===== config.mk =====
export PLATFORM = sky130hd
export DESIGN_NAME = selective_hue_shift
export DESIGN_NICKNAME = d
export VERILOG_FILES = /design/src/hw/rtl/shs_pkg.sv /design/src/hw/rtl/shs_div.sv /design/src/hw/rtl/selective_hue_shift.sv
export SDC_FILE = /design/constraint.sdc
export NUM_CORES = 2
export LEC_CHECK = 0
export ABC_AREA = 1
export CORE_ASPECT_RATIO = 1.4
export CORE_UTILIZATION = 31
export CTS_BUF_LIST = sky130_fd_sc_hd__clkbuf_8
export DETAILED_ROUTE_END_ITERATION = 7
export DONT_BUFFER_PORTS = 1
export SLEW_MARGIN = 15
export SYNTH_ARGS = -nofsm -noshare
export SYNTH_HDL_FRONTEND = slang
export SYNTH_SLANG_ARGS = --single-unit

===== constraint.sdc =====
create_clock -name clk_i -period 5.5 [get_ports clk_i]
set_clock_uncertainty 0.1 [all_clocks]
set_input_delay 0.55 -clock clk_i [delete_from_list [all_inputs] [get_ports clk_i]]
set_output_delay 0.55 -clock clk_i [all_outputs]
set_load 0.02 [all_outputs]

===== src/hw/rtl/shs_pkg.sv =====
`timescale 1ns / 1ps
`default_nettype none

package shs_pkg;

  typedef struct packed {
    logic [7:0] red;
    logic [7:0] green;
    logic [7:0] blue;
    logic [7:0] alpha;
  } pix_t;

  typedef struct packed {
    logic [7:0] red_out;
    logic [7:0] green_out;
    logic [7:0] blue_out;
    logic [7:0] alpha_out;
    logic       recolored;
  } res_t;

  localparam logic [1:0] REG_ALPHA_THR = 2'd0;
  localparam logic [1:0] REG_HUE_START = 2'd1;
  localparam logic [1:0] REG_HUE_END   = 2'd2;
  localparam logic [1:0] REG_HUE_SHIFT = 2'd3;

  localparam logic [7:0]  ALPHA_THR_RST = 8'd0;
  localparam logic [12:0] HUE_START_RST = 13'd0;
  localparam logic [12:0] HUE_END_RST   = 13'd5759;
  localparam logic [12:0] HUE_SHIFT_RST = 13'd0;

  localparam logic [7:0] ALPHA_OPAQUE = 8'd255;

endpackage

`default_nettype wire


===== src/hw/rtl/shs_div.sv =====
`timescale 1ns / 1ps
`default_nettype none

module shs_div #(
  parameter int unsigned NW = 16,
  parameter int unsigned DW = 8,
  parameter int unsigned QW = 8,
  parameter int unsigned SW = 1
) (
  input  wire logic          clk_i,
  input  wire logic          rst_ni,
  input  wire logic          in_valid_i,
  input  wire logic [NW-1:0] num_i,
  input  wire logic [DW-1:0] den_i,
  input  wire logic [SW-1:0] side_i,
  output logic               out_valid_o,
  output logic [QW-1:0]      quo_o,
  output logic [SW-1:0]      side_o
);

  localparam int unsigned WW = (NW > DW + QW) ? NW : DW + QW;

  logic          vld_q  [QW];
  logic [WW-1:0] rem_q  [QW];
  logic [DW-1:0] den_q  [QW];
  logic [QW-1:0] quo_q  [QW];
  logic [SW-1:0] side_q [QW];

  for (genvar k = 0; k < QW; k++) begin : g_stage
    logic          vld_in;
    logic [WW-1:0] rem_in;
    logic [DW-1:0] den_in;
    logic [QW-1:0] quo_in;
    logic [SW-1:0] side_in;
    logic [WW-1:0] dsh;
    logic          take;

    if (k == 0) begin : g_first
      assign vld_in  = in_valid_i;
      assign rem_in  = WW'(num_i);
      assign den_in  = den_i;
      assign quo_in  = '0;
      assign side_in = side_i;
    end else begin : g_next
      assign vld_in  = vld_q[k-1];
      assign rem_in  = rem_q[k-1];
      assign den_in  = den_q[k-1];
      assign quo_in  = quo_q[k-1];
      assign side_in = side_q[k-1];
    end

    assign dsh  = WW'(den_in) << (QW - 1 - k);
    assign take = (rem_in >= dsh);

    always_ff @(posedge clk_i or negedge rst_ni) begin
      if (!rst_ni) begin
        vld_q[k] <= 1'b0;
      end else begin
        vld_q[k] <= vld_in;
      end
    end

    always_ff @(posedge clk_i) begin
      rem_q[k]  <= take ? (rem_in - dsh) : rem_in;
      den_q[k]  <= den_in;
      quo_q[k]  <= take ? (quo_in | (QW'(1) << (QW - 1 - k))) : quo_in;
      side_q[k] <= side_in;
    end
  end

  assign out_valid_o = vld_q[QW-1];
  assign quo_o       = quo_q[QW-1];
  assign side_o      = side_q[QW-1];

endmodule

`default_nettype wire


===== src/hw/rtl/selective_hue_shift.sv =====
`timescale 1ns / 1ps
`default_nettype none

// Channel   Direction  Handshake                  Payload
// pixel     in         start high, busy low       pix_i   (red, green, blue, alpha)
// result    out        out_valid_o for one cycle  res_o   (channels, alpha, recolored)
// config    in         APB write, pready high     paddr, pwdata, prdata
//
// One word enters every clock cycle; the restoring hue divider sets the pipeline depth.
// busy stays low, since the pipeline never stalls and the receiver cannot stall.
// Reset clears the valid bits of every stage and loads the register reset values.
module selective_hue_shift
  import shs_pkg::*;
#(
  parameter int unsigned HUE_STEPS_PER_DEGREE = 16
) (
  input  wire logic        clk_i,
  input  wire logic        rst_ni,
  input  wire logic        start,
  output logic             busy,
  input  wire pix_t        pix_i,
  output logic             out_valid_o,
  output res_t             res_o,
  input  wire logic        psel,
  input  wire logic        penable,
  input  wire logic        pwrite,
  input  wire logic [3:0]  paddr,
  input  wire logic [31:0] pwdata,
  output logic [31:0]      prdata,
  output logic             pready
);

  localparam int unsigned P    = 60 * HUE_STEPS_PER_DEGREE;
  localparam int unsigned F    = 360 * HUE_STEPS_PER_DEGREE;
  localparam int unsigned HW   = $clog2(F);
  localparam int unsigned QW1  = $clog2(F + 1);
  localparam int unsigned N1W  = $clog2(2 * P * 1529 + 256);
  localparam int unsigned D1W  = 9;
  localparam int unsigned SRB  = $clog2(8191 / F + 1);
  localparam int unsigned CW   = (HW > 13) ? HW : 13;
  localparam int unsigned PW   = $clog2(P + 1);
  localparam int unsigned N2W  = $clog2(511 * P + 1);
  localparam int unsigned QW2  = 8;
  localparam int unsigned RSH  = N2W + $clog2(2 * P);
  localparam longint unsigned RMUL = ((64'd1 << RSH) + 64'(2 * P) - 64'd1) / 64'(2 * P);
  localparam int unsigned RMW  = $clog2(RMUL + 1);
  localparam int unsigned PRW  = N2W + RMW;
  localparam int unsigned LAT  = 8 + QW1;

  typedef struct packed {
    pix_t       pix;
    logic [7:0] mn;
    logic [7:0] chroma;
    logic       skip;
  } s1_t;

  typedef struct packed {
    pix_t       pix;
    logic [7:0] mn;
    logic [7:0] chroma;
    logic       recolor;
    logic [2:0] sector;
  } s2_t;

  // Configuration registers.
  logic [7:0]    alpha_thr_q;
  logic [12:0]   hue_start_q;
  logic [12:0]   hue_end_q;
  logic [12:0]   hue_shift_q;
  logic [HW-1:0] shift_red_q, shift_red_d;
  logic          cfg_wr;

  assign pready = 1'b1;
  assign busy   = 1'b0;
  assign cfg_wr = psel && penable && pwrite && pready;

  always_ff @(posedge clk_i or negedge rst_ni) begin
    if (!rst_ni) begin
      alpha_thr_q <= ALPHA_THR_RST;
      hue_start_q <= HUE_START_RST;
      hue_end_q   <= HUE_END_RST;
      hue_shift_q <= HUE_SHIFT_RST;
      shift_red_q <= '0;
    end else begin
      shift_red_q <= shift_red_d;
      if (cfg_wr) begin
        case (paddr[3:2])
          REG_ALPHA_THR: alpha_thr_q <= pwdata[7:0];
          REG_HUE_START: hue_start_q <= pwdata[12:0];
          REG_HUE_END:   hue_end_q   <= pwdata[12:0];
          REG_HUE_SHIFT: hue_shift_q <= pwdata[12:0];
          default: begin
          end
        endcase
      end
    end
  end

  always_comb begin
    case (paddr[3:2])
      REG_ALPHA_THR: prdata = {24'd0, alpha_thr_q};
      REG_HUE_START: prdata = {19'd0, hue_start_q};
      REG_HUE_END:   prdata = {19'd0, hue_end_q};
      REG_HUE_SHIFT: prdata = {19'd0, hue_shift_q};
      default:       prdata = '0;
    endcase
  end

  // The shift reduced below one full circle, ready long before any word needs it.
  always_comb begin
    logic [12:0] acc;
    acc = hue_shift_q;
    for (int b = int'(SRB) - 1; b >= 0; b--) begin
      if (acc >= (13'(F) << b)) begin
        acc = acc - (13'(F) << b);
      end
    end
    shift_red_d = HW'(acc);
  end

  // Stage 0: input register.
  logic vld0_q;
  pix_t pix0_q;

  always_ff @(posedge clk_i or negedge rst_ni) begin
    if (!rst_ni) begin
      vld0_q <= 1'b0;
    end else begin
      vld0_q <= start && !busy;
    end
  end

  always_ff @(posedge clk_i) begin
    pix0_q <= pix_i;
  end

  // Stage 1: maximum and minimum channel.
  logic       vld1_q;
  pix_t       pix1_q;
  logic [7:0] mx1_q, mn1_q, mx1_d, mn1_d;
  logic       skip1_q;

  always_comb begin
    mx1_d = pix0_q.red;
    if (pix0_q.green > mx1_d) mx1_d = pix0_q.green;
    if (pix0_q.blue > mx1_d) mx1_d = pix0_q.blue;
    mn1_d = pix0_q.red;
    if (pix0_q.green < mn1_d) mn1_d = pix0_q.green;
    if (pix0_q.blue < mn1_d) mn1_d = pix0_q.blue;
  end

  always_ff @(posedge clk_i or negedge rst_ni) begin
    if (!rst_ni) begin
      vld1_q <= 1'b0;
    end else begin
      vld1_q <= vld0_q;
    end
  end

  always_ff @(posedge clk_i) begin
    pix1_q  <= pix0_q;
    mx1_q   <= mx1_d;
    mn1_q   <= mn1_d;
    skip1_q <= (pix0_q.alpha <= alpha_thr_q);
  end

  // Stage 2: chroma and the sector-offset numerator of the hue.
  logic        vld2_q;
  s1_t         s2_q;
  logic [10:0] num2_q, num2_d;
  logic [7:0]  chroma;
  logic [8:0]  diff;
  logic [2:0]  kmul;
  logic [10:0] kc;
  logic [11:0] num12;

  assign chroma = mx1_q - mn1_q;

  always_comb begin
    if (mx1_q == pix1_q.red) begin
      diff = {1'b0, pix1_q.green} - {1'b0, pix1_q.blue};
      kmul = diff[8] ? 3'd6 : 3'd0;
    end else if (mx1_q == pix1_q.green) begin
      diff = {1'b0, pix1_q.blue} - {1'b0, pix1_q.red};
      kmul = 3'd2;
    end else begin
      diff = {1'b0, pix1_q.red} - {1'b0, pix1_q.green};
      kmul = 3'd4;
    end
    kc     = 11'(kmul) * 11'(chroma);
    num12  = {1'b0, kc} + {{3{diff[8]}}, diff};
    num2_d = num12[10:0];
  end

  always_ff @(posedge clk_i or negedge rst_ni) begin
    if (!rst_ni) begin
      vld2_q <= 1'b0;
    end else begin
      vld2_q <= vld1_q;
    end
  end

  always_ff @(posedge clk_i) begin
    s2_q.pix    <= pix1_q;
    s2_q.mn     <= mn1_q;
    s2_q.chroma <= chroma;
    s2_q.skip   <= skip1_q || (chroma == 8'd0);
    num2_q      <= num2_d;
  end

  // Hue divider: (2P * num + C) / (2C).
  logic [N1W-1:0] n1;
  logic [D1W-1:0] d1;
  logic           vld_h;
  logic [QW1-1:0] quo_h;
  logic [$bits(s1_t)-1:0] side_h;
  s1_t            sh;

  assign n1 = N1W'(num2_q) * N1W'(2 * P) + N1W'(s2_q.chroma);
  assign d1 = {s2_q.chroma, 1'b0};

  shs_div #(
    .NW (N1W),
    .DW (D1W),
    .QW (QW1),
    .SW ($bits(s1_t))
  ) u_div_hue (
    .clk_i       (clk_i),
    .rst_ni      (rst_ni),
    .in_valid_i  (vld2_q),
    .num_i       (n1),
    .den_i       (d1),
    .side_i      (s2_q),
    .out_valid_o (vld_h),
    .quo_o       (quo_h),
    .side_o      (side_h)
  );

  assign sh = s1_t'(side_h);

  // Stage 3: hue wrap, window test and shift.
  logic          vld3_q;
  s1_t           s3_q;
  logic          rec3_q;
  logic [HW:0]   hsum3_q;
  logic [HW-1:0] hue;
  logic [CW-1:0] hue_c, st_c, en_c;
  logic          in_win;

  assign hue   = (quo_h >= QW1'(F)) ? '0 : HW'(quo_h);
  assign hue_c = CW'(hue);
  assign st_c  = CW'(hue_start_q);
  assign en_c  = CW'(hue_end_q);

  always_comb begin
    if (hue_end_q < hue_start_q) begin
      in_win = !((hue_c < st_c) && (hue_c > en_c));
    end else begin
      in_win = !((hue_c < st_c) || (hue_c > en_c));
    end
  end

  always_ff @(posedge clk_i or negedge rst_ni) begin
    if (!rst_ni) begin
      vld3_q <= 1'b0;
    end else begin
      vld3_q <= vld_h;
    end
  end

  always_ff @(posedge clk_i) begin
    s3_q    <= sh;
    rec3_q  <= !sh.skip && in_win;
    hsum3_q <= {1'b0, hue} + {1'b0, shift_red_q};
  end

  // Stage 4: new hue, sector and distance from the sector edge.
  logic          vld4_q;
  s2_t           s4_q;
  logic [PW-1:0] u4_q, u4_d;
  logic [HW-1:0] hn, m;
  logic [2:0]    sector;
  logic [HW-1:0] t;

  always_comb begin
    hn = (hsum3_q >= (HW + 1)'(F)) ? HW'(hsum3_q - (HW + 1)'(F)) : HW'(hsum3_q);
    if (hn < HW'(P)) begin
      sector = 3'd0;
    end else if (hn < HW'(2 * P)) begin
      sector = 3'd1;
    end else if (hn < HW'(3 * P)) begin
      sector = 3'd2;
    end else if (hn < HW'(4 * P)) begin
      sector = 3'd3;
    end else if (hn < HW'(5 * P)) begin
      sector = 3'd4;
    end else begin
      sector = 3'd5;
    end
    case (sector[2:1])
      2'd0:    m = hn;
      2'd1:    m = hn - HW'(2 * P);
      default: m = hn - HW'(4 * P);
    endcase
    t    = (m >= HW'(P)) ? (m - HW'(P)) : (HW'(P) - m);
    u4_d = PW'(HW'(P) - t);
  end

  always_ff @(posedge clk_i or negedge rst_ni) begin
    if (!rst_ni) begin
      vld4_q <= 1'b0;
    end else begin
      vld4_q <= vld3_q;
    end
  end

  always_ff @(posedge clk_i) begin
    s4_q.pix     <= s3_q.pix;
    s4_q.mn      <= s3_q.mn;
    s4_q.chroma  <= s3_q.chroma;
    s4_q.recolor <= rec3_q;
    s4_q.sector  <= sector;
    u4_q         <= u4_d;
  end

  // Stage 5: numerator of the middle channel.
  logic           vld5_q;
  s2_t            s5_q;
  logic [N2W-1:0] n2_q;

  always_ff @(posedge clk_i or negedge rst_ni) begin
    if (!rst_ni) begin
      vld5_q <= 1'b0;
    end else begin
      vld5_q <= vld4_q;
    end
  end

  always_ff @(posedge clk_i) begin
    s5_q <= s4_q;
    n2_q <= (N2W'(s4_q.chroma) * N2W'(u4_q) << 1) + N2W'(P);
  end

  // Stage 6: middle channel (2C * u + P) / (2P) by reciprocal multiplication,
  // exact for every numerator below 2 to the power N2W.
  logic           vld6_q;
  s2_t            s6_q;
  logic [PRW-1:0] prod6_q;
  logic           vld_m;
  logic [QW2-1:0] inter;
  s2_t            sm;

  always_ff @(posedge clk_i or negedge rst_ni) begin
    if (!rst_ni) begin
      vld6_q <= 1'b0;
    end else begin
      vld6_q <= vld5_q;
    end
  end

  always_ff @(posedge clk_i) begin
    s6_q    <= s5_q;
    prod6_q <= PRW'(n2_q) * PRW'(RMUL);
  end

  assign vld_m = vld6_q;
  assign inter = prod6_q[RSH +: QW2];
  assign sm    = s6_q;

  // Output stage: channel order by sector.
  logic       out_valid_q;
  res_t       res_q, res_d;
  logic [7:0] c1, c2, c3;

  assign c1 = sm.chroma + sm.mn;
  assign c2 = inter + sm.mn;
  assign c3 = sm.mn;

  always_comb begin
    res_d.red_out   = sm.pix.red;
    res_d.green_out = sm.pix.green;
    res_d.blue_out  = sm.pix.blue;
    res_d.alpha_out = sm.pix.alpha;
    res_d.recolored = 1'b0;
    if (sm.recolor) begin
      res_d.alpha_out = ALPHA_OPAQUE;
      res_d.recolored = 1'b1;
      case (sm.sector)
        3'd0: begin
          res_d.red_out = c1; res_d.green_out = c2; res_d.blue_out = c3;
        end
        3'd1: begin
          res_d.red_out = c2; res_d.green_out = c1; res_d.blue_out = c3;
        end
        3'd2: begin
          res_d.red_out = c3; res_d.green_out = c1; res_d.blue_out = c2;
        end
        3'd3: begin
          res_d.red_out = c3; res_d.green_out = c2; res_d.blue_out = c1;
        end
        3'd4: begin
          res_d.red_out = c2; res_d.green_out = c3; res_d.blue_out = c1;
        end
        default: begin
          res_d.red_out = c1; res_d.green_out = c3; res_d.blue_out = c2;
        end
      endcase
    end
  end

  always_ff @(posedge clk_i or negedge rst_ni) begin
    if (!rst_ni) begin
      out_valid_q <= 1'b0;
    end else begin
      out_valid_q <= vld_m;
    end
  end

  always_ff @(posedge clk_i) begin
    res_q <= res_d;
  end

  assign out_valid_o = out_valid_q;
  assign res_o       = res_q;

  // Every accepted word leaves after the fixed latency.
  a_latency: assert property (@(posedge clk_i) disable iff (!rst_ni)
    (start && !busy) |-> ##LAT out_valid_o)
    else $error("result missing after pipeline latency");

  // A recolored word is opaque.
  a_opaque: assert property (@(posedge clk_i) disable iff (!rst_ni)
    (out_valid_o && res_o.recolored) |-> (res_o.alpha_out == ALPHA_OPAQUE))
    else $error("recolored word is not opaque");

  // A word that passes through keeps its red channel and its alpha.
  a_pass: assert property (@(posedge clk_i) disable iff (!rst_ni)
    (out_valid_o && !res_o.recolored) |->
      (res_o.red_out == $past(pix_i.red, LAT)) &&
      (res_o.alpha_out == $past(pix_i.alpha, LAT)))
    else $error("pass-through word changed");

  // A gray word or one at or below the alpha threshold is never recolored.
  a_gray_never: assert property (@(posedge clk_i) disable iff (!rst_ni)
    (out_valid_o && res_o.recolored) |->
      (($past(pix_i.alpha, LAT) > alpha_thr_q) &&
       !(($past(pix_i.red, LAT) == $past(pix_i.green, LAT)) &&
         ($past(pix_i.green, LAT) == $past(pix_i.blue, LAT)))))
    else $error("gray or transparent word was recolored");

endmodule

`default_nettype wire


Yosys cells after proc, flatten, opt, wreduce, memory -nomap -nowiden
Memories as Yosys holds them, arrays and structs flattened.
Cells that the tools add are included.

word-level totals
  bits in registers = 541
  bits in writable memories = 1209
  bits of input ports = 74
  output and inout port bits = 68
  logic and storage cells = 230
  memories kept = 4

memories
  memory            depth  bits a word  rd ports  clocked after memory_dff  wr ports  RTL line       RTL
  u_div_hue.side_q  13     49           13        0                         13        shs_div.sv:27  logic [SW-1:0] side_q [QW];
  u_div_hue.rem_q   13     22           12        0                         13        shs_div.sv:24  logic [WW-1:0] rem_q [QW];
  u_div_hue.quo_q   13     13           13        0                         13        shs_div.sv:26  logic [QW-1:0] quo_q [QW];
  u_div_hue.den_q   13     9            12        0                         13        shs_div.sv:25  logic [DW-1:0] den_q [QW];

operators by class
  $add $sub $neg = 30
  $mul = 4
  magnitude comparators = 30
  equal/unequal tests = 10
  multiplexer cells = 49
  reductions and logical operators = 17

operator list
  kind                    count
  $mux 22                 13
  $pmux 32 s4             1
  $pmux 24 s5             1
  $mux 13                 4
  $mux 8                  5
  $mul 19x20->38 const B  1
  $mux 33                 1
  $mux 9                  3
  $sub 8x8->9             3
  $ge 13x13->1 const B    2
  $lt 13x12->1 const B    2
  $lt 13x13->1            2
  $pmux 13 s2             1
  $sub 13x13->13 const B  2
  $mux 3                  8
  $add 22x8->22           1
  $ge 22x10->1            1
  $ge 22x11->1            1
  $ge 22x12->1            1
  $ge 22x13->1            1
  $ge 22x14->1            1
  $ge 22x15->1            1
  $ge 22x16->1            1
  $ge 22x17->1            1
  61 further kinds        82

Depth between registers and ports, before layout
  word-level depth = 13
  depth in mapped cells = 31
  depth with buffers taken out = 31

Hierarchy
From an unflattened synthesis, not the netlist that was laid out.

unflattened totals
  cells, all modules = 6233
  area, all modules = 59567.1 µm²

modules (own cells, without submodules)
  module               times used  cells each  area each (µm²)  sequential area each (µm²)
  shs_div              1           3410        33890.0          22346.4
  selective_hue_shift  1           2823        25677.1          10302.4

Worst setup path before layout
No wires, ideal clock.

  kind = register to register
  from = reg s4_q[8] (netlist bit)
  to = reg n2_q[17]
  arrival time = 4.630 ns
  required time = 5.328 ns
  setup slack = 0.698 ns
  stages on the path, launching flop included = 22
  buffers on the path = 1
  clock period less this slack = 4.802 ns
  cells stage by stage = dfxtp_1 clkbuf_1 nand2_1 inv_1 fa_1 fa_1 inv_1 fa_1 fa_1 inv_1 ha_1 inv_1 o21ai_0 a31oi_1 inv_1 a21oi_1 o21ai_0 xor2_1 nor4_1 nand3_1 nor3b_1 xnor2_1

on the way
  longest elaborated chain between the ends = 2

RTL lines
  what                    RTL line                    RTL
  start: declaration      selective_hue_shift.sv:279  s2_t s4_q;
  $mul 8x10->18           selective_hue_shift.sv:341  n2_q <= (N2W'(s4_q.chroma) * N2W'(u4_q) << 1) + N2W'(P);
  $add 19x10->19          selective_hue_shift.sv:341
  end signal: assignment  selective_hue_shift.sv:341
  end: declaration        selective_hue_shift.sv:329  logic [N2W-1:0] n2_q;

No other way between the ends.
A chain may end at the register's enable or synchronous reset.

==> impl_results.rst <==
.. list-table::
   :header-rows: 1

   * - Metric
     - Value
   * - Number of iterations in the first detailed-routing pass
     - 5
   * - Gate count after technology mapping
     - around 5000
   * - Clock Tree Root
     - sky130_fd_sc_hd__clkbuf_8
   * - Number of global-route vias before repair
     - about 33000
   * - Worst setup EP type
     - flip-flop
   * - Hold slack final
     - ~0.12 ns
   * - Arrival time of the worst setup path
     - between 5 and 6 ns
   * - DRC viols
     - 0
   * - Prevailing post-synth register cell
     - sky130_fd_sc_hd__dfxtp_1
   * - Average cell area after synthesis
     - 10.3 um^2
   * - Netlist Area Pre-Place
     - between 50000 and 60000 um^2
   * - Weighted congestion reported at the end of routability-driven placement
     - slightly below 0.9
   * - Synth warnings
     - 0
   * - Initial antenna violation count
     - 16
   * - Clock-pin slew of the registers on the worst-case setup and hold paths
     - ~0.06 ns
   * - Std cell rows
     - 176
   * - Final setup viols
     - 0
   * - Worst Max-Slew Pin Slew
     - ~1.0 ns
   * - Leading cell types in the layout, fill and taps excluded
     - sky130_fd_sc_hd__dfxtp_1 (1345), sky130_fd_sc_hd__inv_1 (796), sky130_fd_sc_hd__nand2_1 (644)
   * - Seq cells post-synth
     - about 1400
   * - Largest driver fanout on the critical path
     - 6
   * - Detailed-placement wirelength estimate
     - 73100 um
   * - Nets@finish
     - just under 6000
   * - Fraction of layout instances using a drive strength above 1
     - approximately 8.3%
   * - Final WL
     - around 96000 um
   * - Critical path startpoint category
     - flip-flop
   * - Max clock buf depth
     - 3
   * - Worst skew pair latency
     - approximately 0.9 ns
   * - Synth-to-layout area growth
     - 15.1%
   * - Minimum clock period
     - approximately 5.2 ns
   * - Overall die area
     - 168000 um^2
   * - Proportion of synthesized chip area in sequential cells
     - a little under three fifths
   * - Class of the most critical hold timing path
     - primary input to asynchronous set/reset pin
   * - Starting utilization of the core area
     - 31.3%
   * - TritonCTS clock tree
     - built
   * - Port Buf Inserts
     - 0
   * - Post-synth EDFFs
     - 0
   * - Drt first-iter violations
     - 1303
   * - Run status
     - complete, no violations
   * - Number of nets with antenna violations after routing
     - 0
   * - Final-layout fill cell count
     - between 15000 and 20000
   * - Total Routing Usage GR
     - 11.5%
   * - # H-tree levels
     - 4
   * - Pin count of the biggest net entering global routing
     - ~80
   * - Die Width
     - between 300 and 400 um
   * - Core Region
     - around 160000 um^2
   * - Share of the clock period used by the worst path
     - about 94%
   * - Residual overflow from global routing
     - 0
   * - Final Hold Violating Endpoints
     - 0
   * - Clock Sinks
     - about 1400
   * - Number of pins with negative max-slew slack in the final report
     - 0
   * - Most common library cell in the layout ignoring fill and taps
     - sky130_fd_sc_hd__dfxtp_1
   * - Number of distinct library cells after synthesis
     - 64
   * - Class of the most critical setup path
     - flip-flop to flip-flop
   * - Average vias per placed instance
     - ~4.2
   * - Synth async-reset ratio
     - roughly 5.7%
   * - Max Clock Freq
     - around 190 MHz
   * - Post-detailed-route wirelength per cell
     - around 13 um
   * - Vias after detailed routing
     - around 32000
   * - Data required time of the worst path
     - ~6.2 ns
   * - TritonCTS buffer count
     - about 210
   * - First-pass GRT wire length
     - 157000 um
   * - Max-capacitance violation count
     - 0
   * - Slew HR
     - just over 30%
   * - Number of top-level design ports
     - between 100 and 150
   * - Die extent in y
     - between 400 and 500 um
-- timing repair --
action                                  in CTS  in global routing
gates resized for setup                      0                 21
setup buffers                                0                 10
hold buffers                                51                  0
endpoints found under the setup margin       0                 14
hold endpoints to repair                   161                  0
-- Yosys cell counts (5+ instances only) --
library cell	number	area share [%]
sky130_fd_sc_hd__dfxtp_1	1352	52
sky130_fd_sc_hd__inv_1	737	5.4
sky130_fd_sc_hd__nand2_1	647	4.7
sky130_fd_sc_hd__ha_1	414	10
sky130_fd_sc_hd__nor2_1	326	2.4
sky130_fd_sc_hd__a21oi_1	257	2.5
sky130_fd_sc_hd__o21ai_0	246	2.4
sky130_fd_sc_hd__xor2_1	156	2.6
sky130_fd_sc_hd__fa_1	130	5.0
sky130_fd_sc_hd__nand3_1	116	1.1
sky130_fd_sc_hd__xnor2_1	80	1.4
sky130_fd_sc_hd__dfrtp_1	71	3.4
sky130_fd_sc_hd__nor3_1	50	0.49
sky130_fd_sc_hd__clkbuf_1	46	0.33
sky130_fd_sc_hd__nand4_1	45	0.55
sky130_fd_sc_hd__nor4_1	37	0.45
sky130_fd_sc_hd__buf_4	21	0.31
sky130_fd_sc_hd__nand2_2	21	0.25
sky130_fd_sc_hd__o21bai_1	18	0.26
sky130_fd_sc_hd__nand3b_1	15	0.22
sky130_fd_sc_hd__o31ai_1	15	0.22
sky130_fd_sc_hd__or2_2	15	0.18
sky130_fd_sc_hd__o22ai_1	14	0.17
sky130_fd_sc_hd__a211oi_1	13	0.19
sky130_fd_sc_hd__o2111ai_1	13	0.22
sky130_fd_sc_hd__a21o_1	12	0.17
sky130_fd_sc_hd__a31oi_1	12	0.15
sky130_fd_sc_hd__o221ai_1	11	0.19
sky130_fd_sc_hd__dfstp_2	10	0.51
sky130_fd_sc_hd__o211ai_1	10	0.15
sky130_fd_sc_hd__o21ai_1	10	0.097
sky130_fd_sc_hd__buf_1	7	0.051
sky130_fd_sc_hd__nand2_4	7	0.15
sky130_fd_sc_hd__a2111oi_0	6	0.10
sky130_fd_sc_hd__nor2_4	6	0.13
sky130_fd_sc_hd__nor3b_1	6	0.087
sky130_fd_sc_hd__nand3_2	5	0.097
sky130_fd_sc_hd__o21a_1	5	0.073
-- final cells by class --
cell class / count / area, um^2 / share of cell area, %
Timing Repair Buffer: 76 / 716 / 1.21
Antenna cell: 5 / 12.5 / 0.0211
Inverter: 742 / 2790 / 4.69
Clock inverter: 125 / 1100 / 1.85
Multi-Input combinational cell: 2777 / 19400 / 32.7
Sequential cell: 1433 / 29100 / 49.0
Tap cell: 2136 / 2670 / 4.50
Clock buffer: 257 / 3540 / 5.96
-- per-layer routing --
metal	part of all wire [%]	wire length (um)	vias up	global-route usage [%]
li1	-	-	16500	-
met1	39	37200	14400	11.6
met3	4.5	4270	263	2.88
met4	4.3	4150	16	6.04
met5	0.093	89	-	0
met2	52	50100	571	21.6
-- registers in the layout, indices dropped and copies added (netlist names), 33 cells and up --
name,flops
res_o,33
s3_q,48
s5_q,52
u_div_hue.rem_q,264
s2_q,41
u_div_hue.quo_q,91
s4_q,52
u_div_hue.side_q,568
s6_q,44
-- per-stage QoR --
step	setup TNS [ns]	worst slack [ns]	cell area, um^2	instances	util (%)
after floorplan	0	0.698	51600	5028	-
after global placement	0	0.241	54100	7101	32.8
after detailed placement	0	0.0944	54100	7101	32.8
after CTS	0	0.0639	59200	7534	36.0
after global routing	-0.0191	-0.0191	59400	7548	36.0
final	0	0.344	59400	7551	36.1
-- cell families (layout without fill, tap and decap cells) --
kind of cell	Yosys count	count (layout)	share of synthesized area, %
DFF	1433	1433	56.4
and+or+nand+nor	1314	1315	11.1
buffers and inverters	819	1200	6.13
AOI/OAI and AO/OA	660	660	7.20
adders and majority gates	544	544	15.1
xor gates and xnor gates	237	237	4.04
other	2	26	0.0146
-- final timing paths --
path | from | end | slack, ns | cells after the start
worst max-delay path | num2_q[2]$_DFF_P_ | u_div_hue.rem_q[0][18]$_DFF_P_ | 0.34 | 26
worst min-delay path | rst_ni | hue_start_q[10]$_DFFE_PN0P_ | 0.12 | 2
worst max register to register | num2_q[2]$_DFF_P_ | u_div_hue.rem_q[0][18]$_DFF_P_ | 0.34 | 26
worst min register to register | s5_q[31]$_DFF_P_ | s6_q[31]$_DFF_P_ | 0.18 | 0
max in group asynchronous | rst_ni | en_c[0]$_DFFE_PN1P_ | 4.77 | 2
min in group clk_i | pix_i[31] | pix0_q[31]$_DFF_P_ | 0.12 | 1
-- critical path, stage by stage (launching register included) --
cell	delay [ns]
sky130_fd_sc_hd__dfxtp_2	0.36
sky130_fd_sc_hd__inv_1	0.09
sky130_fd_sc_hd__fa_1	0.49
sky130_fd_sc_hd__fa_1	0.52
sky130_fd_sc_hd__inv_1	0.06
sky130_fd_sc_hd__ha_4	0.25
sky130_fd_sc_hd__a21oi_2	0.13
sky130_fd_sc_hd__nand2_2	0.11
sky130_fd_sc_hd__a21oi_1	0.13
sky130_fd_sc_hd__o21ai_0	0.10
sky130_fd_sc_hd__xor2_1	0.17
sky130_fd_sc_hd__buf_4	0.15
sky130_fd_sc_hd__nor4_2	0.30
sky130_fd_sc_hd__nand2_1	0.12
sky130_fd_sc_hd__nor2_1	0.11
sky130_fd_sc_hd__nand2_1	0.07
sky130_fd_sc_hd__nand2_1	0.13
sky130_fd_sc_hd__inv_1	0.06
sky130_fd_sc_hd__ha_1	0.33
sky130_fd_sc_hd__nand2_2	0.12
sky130_fd_sc_hd__o21ai_0	0.10
sky130_fd_sc_hd__a21oi_1	0.16
sky130_fd_sc_hd__o31ai_2	0.12
sky130_fd_sc_hd__a211oi_2	0.29
sky130_fd_sc_hd__nand2_2	0.16
sky130_fd_sc_hd__buf_4	0.18
sky130_fd_sc_hd__o21ai_1	0.16
Power is not shown: default switching activity piles up to over one toggle a cycle in this logic, so the estimate is an artifact.
